==> src/design/tsmrg_pkg.sv <==
package tsmrg_pkg;

    // Operation codes carried in the input tuser field.
    localparam logic [1:0] OP_PUSH      = 2'd0;
    localparam logic [1:0] OP_DRAIN_ALL = 2'd1;
    localparam logic [1:0] OP_DRAIN_OLD = 2'd2;

    // Result status codes carried in the output tuser field.
    localparam logic [2:0] ST_ACCEPTED  = 3'd0;
    localparam logic [2:0] ST_LATE_DROP = 3'd1;
    localparam logic [2:0] ST_FULL_DROP = 3'd2;
    localparam logic [2:0] ST_ORDER_DROP = 3'd3;
    localparam logic [2:0] ST_EMITTED   = 3'd4;
    localparam logic [2:0] ST_NOTHING   = 3'd5;

    // Most events released by one drain request.
    localparam int         MAX_EMIT     = 64;
    localparam int         EMIT_W       = 7;

    localparam int         TS_W         = 64;
    localparam int         PL_W         = 32;
    localparam int         CNT_W        = 32;

    typedef enum logic [2:0] {
        S_IDLE,
        S_PUSH,
        S_SCAN,
        S_DECIDE,
        S_REFILL,
        S_FINAL,
        S_NONE
    } t_state;

    // Commands from the controller to the datapath.
    typedef struct packed {
        logic capture;
        logic push;
        logic scan_clr;
        logic scan_step;
        logic pop;
        logic refill;
        logic out_pend;
        logic out_last;
        logic out_nothing;
    } t_dp_cmd;

    // Status from the datapath to the controller.
    typedef struct packed {
        logic [1:0] in_op;
        logic       out_busy;
        logic       scan_last;
        logic       eligible;
        logic       pend_valid;
        logic       emit_cap;
    } t_dp_status;

endpackage

==> src/design/tsmrg_ctrl.sv <==
module tsmrg_ctrl
    import tsmrg_pkg::*;
(
    input  logic       i_clk,
    input  logic       i_rst_n,
    input  logic       i_in_valid,
    output logic       o_in_ready,
    input  t_dp_status i_status,
    output t_dp_cmd    o_cmd
);

    t_state r_state;
    t_state n_state;

    // State register.
    always_ff @(posedge i_clk) begin
        if (!i_rst_n) begin
            r_state <= S_IDLE;
        end else begin
            r_state <= n_state;
        end
    end

    // Next state and commands.
    always_comb begin
        n_state    = r_state;
        o_cmd      = '0;
        o_in_ready = 1'b0;
        unique case (r_state)
            S_IDLE: begin
                o_in_ready = 1'b1;
                if (i_in_valid) begin
                    o_cmd.capture = 1'b1;
                    priority if (i_status.in_op == OP_PUSH) begin
                        n_state = S_PUSH;
                    end else if (i_status.in_op == OP_DRAIN_ALL ||
                                 i_status.in_op == OP_DRAIN_OLD) begin
                        o_cmd.scan_clr = 1'b1;
                        n_state        = S_SCAN;
                    end else begin
                        n_state = S_NONE;
                    end
                end
            end
            S_PUSH: begin
                if (!i_status.out_busy) begin
                    o_cmd.push = 1'b1;
                    n_state    = S_IDLE;
                end
            end
            S_SCAN: begin
                o_cmd.scan_step = 1'b1;
                if (i_status.scan_last) begin
                    n_state = S_DECIDE;
                end
            end
            S_DECIDE: begin
                if (!i_status.out_busy) begin
                    if (i_status.eligible) begin
                        // Release the previous event and take the new minimum.
                        o_cmd.pop      = 1'b1;
                        o_cmd.out_pend = i_status.pend_valid;
                        n_state        = S_REFILL;
                    end else if (i_status.pend_valid) begin
                        o_cmd.out_pend = 1'b1;
                        o_cmd.out_last = 1'b1;
                        n_state        = S_IDLE;
                    end else begin
                        o_cmd.out_nothing = 1'b1;
                        n_state           = S_IDLE;
                    end
                end
            end
            S_REFILL: begin
                o_cmd.refill = 1'b1;
                if (i_status.emit_cap) begin
                    n_state = S_FINAL;
                end else begin
                    o_cmd.scan_clr = 1'b1;
                    n_state        = S_SCAN;
                end
            end
            S_FINAL: begin
                if (!i_status.out_busy) begin
                    o_cmd.out_pend = 1'b1;
                    o_cmd.out_last = 1'b1;
                    n_state        = S_IDLE;
                end
            end
            S_NONE: begin
                if (!i_status.out_busy) begin
                    o_cmd.out_nothing = 1'b1;
                    n_state           = S_IDLE;
                end
            end
            default: begin
                n_state = S_IDLE;
            end
        endcase
    end

endmodule

==> config.mk <==
export PLATFORM = sky130hd
export DESIGN_NAME = tsmrg_ctrl
export DESIGN_NICKNAME = d
export VERILOG_FILES = /design/src/design/tsmrg_pkg.sv /design/src/design/tsmrg_ctrl.sv
export SDC_FILE = /design/constraint.sdc
export NUM_CORES = 1
export LEC_CHECK = 0
export ABC_AREA = 0
export BUFFER_PORTS_ARGS = -buffer_cell sky130_fd_sc_hd__buf_2
export CORE_AREA = 2 2 39 41
export CTS_CLUSTER_DIAMETER = 30
export DETAILED_ROUTE_END_ITERATION = 10
export DIE_AREA = 0 0 41 43
export GPL_ROUTABILITY_DRIVEN = 0
export HOLD_SLACK_MARGIN = 0.06
export SLEW_MARGIN = 15
export SYNTH_ARGS = -nofsm -noshare
export SYNTH_HDL_FRONTEND = slang
export SYNTH_SLANG_ARGS = --single-unit
==> constraint.sdc <==
create_clock -name i_clk -period 1.5 [get_ports i_clk]
set_input_delay 0.225 -clock i_clk [delete_from_list [all_inputs] [get_ports i_clk]]
set_output_delay 0.225 -clock i_clk [all_outputs]
set_load 0.05 [all_outputs]
# After elaboration in Yosys (flattened, before gate mapping)
# Cells that the tools add are included.
dict set report op_classes {
  addsub 0
  mul 0
  div_mod_pow 0
  magnitude_cmp 0
  eq_ne 12
  n_shift 0
  muxes 32
  bitwise_logic 0
  n_reduce_logical 5
}
# operator count
set op_table {}
lappend op_table {{$mux W3} 9}
lappend op_table {{$mux W1} 16}
lappend op_table {{$pmux W3 S5} 1}
lappend op_table {{$eq A3 B3 Y1 const B} 3}
lappend op_table {{$ne A2 B2 Y1 const B} 4}
lappend op_table {{$eq A3 B2 Y1 const B} 2}
lappend op_table {{$mux W2} 3}
lappend op_table {{$pmux W1 S2} 2}
lappend op_table {{$pmux W2 S2} 1}
lappend op_table {{$reduce_and A4 Y1} 1}
lappend op_table {{$eq A3 B1 Y1 const B} 1}
lappend op_table {{$logic_not A3 Y1} 1}
lappend op_table {{$reduce_or A3 Y1} 1}
lappend op_table {{$eq A2 B1 Y1 const B} 1}
lappend op_table {{$eq A2 B2 Y1 const B} 1}
lappend op_table {{$logic_not A2 Y1} 1}
lappend op_table {{$logic_or A1 B1 Y1} 1}
dict set report word_totals {
  ff_bits 3
  latch_bits 0
  ram_bits 0
  rom_bits 0
  in_bits 10
  output_inout_bits 10
  wordCells 50
  memories 0
}

# Logic depth before layout (Yosys ltp)
dict set report depth {
  ltp_word 6
  ltp_mapped 6
  mapped_depth_nobuf 6
}

# Worst setup path after synthesis
# OpenSTA, ideal clock, no wires.
dict set report synth_timing {
  path_type {register -> output}
  start {register r_state[2]}
  end {output o_cmd[0] (netlist name)}
  arrival_time_ns 2.007
  required_ns 1.275
  slack_ns -0.732
  stages_incl_launch_ff 5
  n_path_buf 1
  cell_sequence {dfxtp_1 -> clkbuf_1 -> nor4_1 -> a21oi_1 -> nor3b_1}
}
# item line
set synth_lines {}
lappend synth_lines {{from (decl)} tsmrg_ctrl.sv:12} ;# t_state r_state;
lappend synth_lines {{from (signal assigned)} tsmrg_ctrl.sv:20} ;# r_state <= n_state;
lappend synth_lines {{to (decl)} tsmrg_ctrl.sv:9} ;# output t_dp_cmd o_cmd

==> flow_summary.json <==
{
  "post_dp_cell_area_um2": 612,
  "overflow": 0,
  "antenna_cells": 0,
  "swShare": 0.480,
  "end_kind": "output port",
  "vias_per_cell": 4.74,
  "timing.final.crit_share": 1.00,
  "post-route-drc-count": 0,
  "nets": 102,
  "ys.flop_type": "dfxtp_1",
  "holdWs_ns": 0.241,
  "grt_pass1_vias": 456,
  "finalSetupViolations": 2,
  "hold_viol_final": 0,
  "required_ns": 1.27,
  "synthTopCellsByCount": "nor2_1 (8), inv_1 (4), nand2_1 (4)",
  "detail_route.wl_per_cell_um": 9.91,
  "p_switching_mw": 0.699,
  "die_w_um": 41,
  "max-vdd-ir-drop_v": 0.000969,
  "dr.first_iter.drc_count": 5,
  "fin_util": 0.566,
  "ant_nets": 0,
  "cp-start-kind": "flop",
  "synth_cells": 56,
  "reg_top3": "r_state (3)",
  "crit_family": "simple AND/OR/NAND/NOR gates",
  "num_rows": 14,
  "async_reset_ff_frac": 0,
  "path_max_fanout": 7,
  "max_cap_violations": 0,
  "yosys.area.top_type": "dfxtp_1",
  "core_area_mm2": 0.00138,
  "yosys.cell_count.top_type": "nor2_1",
  "clock_path_buffers": 2,
  "critical_path_class": "flop to output port",
  "p_per_area_mw_per_mm2": 1860,
  "holdBufCountCts": 0,
  "largest_register": "r_state",
  "grt_max_degree": 8,
  "io_buffers": 19,
  "max_freq_mhz": 664,
  "synth_area_leaders": "dfxtp_1 (15%), buf_6 (8.3%), nor2_1 (7.3%)",
  "slowest_delay_ns": 0.37,
  "finalPower_mw": 1.46,
  "outcome": "finished, violations left",
  "fin_area_um2": 783,
  "intPower_mw": 0.757,
  "synth.distinct_cells": 31,
  "clkSinkCount": 3,
  "floorplan.initialDensity": 0.296,
  "ff_latch_area_um2": 68.8,
  "p_leak_nw": 0.361,
  "drt_first_pass_iters": 4,
  "min_period_ns": 1.51,
  "avgSynthCellArea_um2": 7.31,
  "area_delta_synth_final_pct": 91.4,
  "cp_num_buf_inv": 1,
  "yosysSeqAreaShare": 0.147,
  "ios": 20,
  "numCtsBuffers": 3,
  "cts-root-buf": "clkbuf_4",
  "failed_checks": "negative setup slack",
  "ys_warn_count": 0,
  "htreeDepth": 1,
  "grt_usage": 0.143,
  "dp_hpwl_um": 825,
  "slew_headroom": 0.818,
  "maxSlewViolCount": 0,
  "cts_tree": "yes",
  "synth_top_area_frac": 0.147,
  "path_cells": "nor4_4 > a21oi_2 > nor3b_4 > buf_6",
  "drive_gt1_frac": 0.607,
  "synth_edf_count": 0,
  "seq_power_share": 0.114,
  "multi_input_area_um2": 385,
  "setup_ws_ns": -0.00697,
  "skew_ns": 0.00200,
  "antenna_found_initial": 0,
  "largest_register_ffs": 3,
  "hold_class": "input pin to flop",
  "clkLatencyLatePin_ns": 0.23,
  "clk_pin_slew_ns": 0.04,
  "die-area_mm2": 0.00176,
  "comb_power_share": 0.793,
  "clkPwrFrac": 0.093,
  "worstMarginPinSlew_ns": 0.272,
  "drt-total-wl_mm": 1.04,
  "cp_slowest_cell": "dfxtp_4",
  "rsz0062_at_grt": "yes",
  "vias": 498,
  "grt_pass1_wl_mm": 1.79,
  "ys_ff_latch": 3,
  "synthesis.area_um2": 409,
  "critical_path_arrival_ns": 1.28,
  "die_h_um": 43,
  "n_fill_cell": 126,
  "r2r_slack_ns": 0.14,
  "syn_nets": 68
}
## cell families (layout without fill, tap and decap cells)
group	count (synthesis)	count (layout)	synth area share
AO/OA/AOI/OAI	12	12	0.220
XOR/XNOR	2	2	0.0428
adder cells (fa/ha/maj)	2	2	0.0612
buffers and inverters	8	41	0.128
flip-flops	3	3	0.147
multiplexers	3	3	0.0765
AND/OR/NAND/NOR	26	26	0.324
## cells in the final DEF, fill, tap and decap left out, types with 3 or more instances in the layout
cell type  instances
nand2b_1           3
buf_8              3
clkbuf_4           4
buf_2             10
buf_6              6
inv_1              4
nor2_1             3
nand2_1            4
buf_4             13
nor2_4             4
## power by group through the flow
stage / logic, mW / registers, mW / clock network [mW]
2_1_floorplan: 0.788 / 0.129 / 0
3_3_place_gp: 0.964 / 0.147 / 0
3_5_place_dp: 0.968 / 0.149 / 0
4_1_cts: 1.08 / 0.160 / 0.142
5_1_grt: 1.23 / 0.171 / 0.154
6_report: 1.15 / 0.166 / 0.135
## cell type report
type | instances | area share
multi-input combinational | 45 | 0.492
timing repair buffer | 33 | 0.342
tap | 16 | 0.0256
inverter | 4 | 0.0192
sequential | 3 | 0.0879
clock buffer | 4 | 0.0335
## routing by layer
layer | track usage | wire length, um | vias to the layer above
li1 | - | - | 259
met1 | 0.183 | 445 | 230
met2 | 0.222 | 557 | 9
met3 | 0.0471 | 38 | 0
met4 | 0.0400 | 0 | 0
met5 | 0 | 0 | -
## path summary, 6_finish.rpt
kind | cells past startpoint | endpoint | from
max | 4 | o_cmd[0] | r_state[2]$_SDFFE_PN0P_
min | 2 | r_state[2]$_SDFFE_PN0P_ | i_rst_n
max reg2reg | 4 | r_state[2]$_SDFFE_PN0P_ | r_state[0]$_SDFFE_PN0P_
min reg2reg | 2 | r_state[0]$_SDFFE_PN0P_ | r_state[0]$_SDFFE_PN0P_
## repair_timing
| action | in CTS | in global routing |
|---|---|---|
| pin swaps | 2 | 2 |
| setup endpoints to repair | 10 | 9 |
| endpoints found under the hold margin | 0 | 0 |
| buffers inserted | 3 | 1 |
| gates resized for setup | 24 | 10 |
## metrics by stage
stage | setup WS, ns | instances | setup TNS, ns
2_1_floorplan | -0.107 | 56 | -0.287
3_3_place_gp | 0.0423 | 97 | 0
3_5_place_dp | -0.000217 | 97 | -0.000217
4_1_cts | -0.0177 | 104 | -0.0271
5_1_grt | -0.0754 | 105 | -0.273
6_report | -0.00697 | 105 | -0.00707
Note: power is estimated with default switching activity, not from simulation.
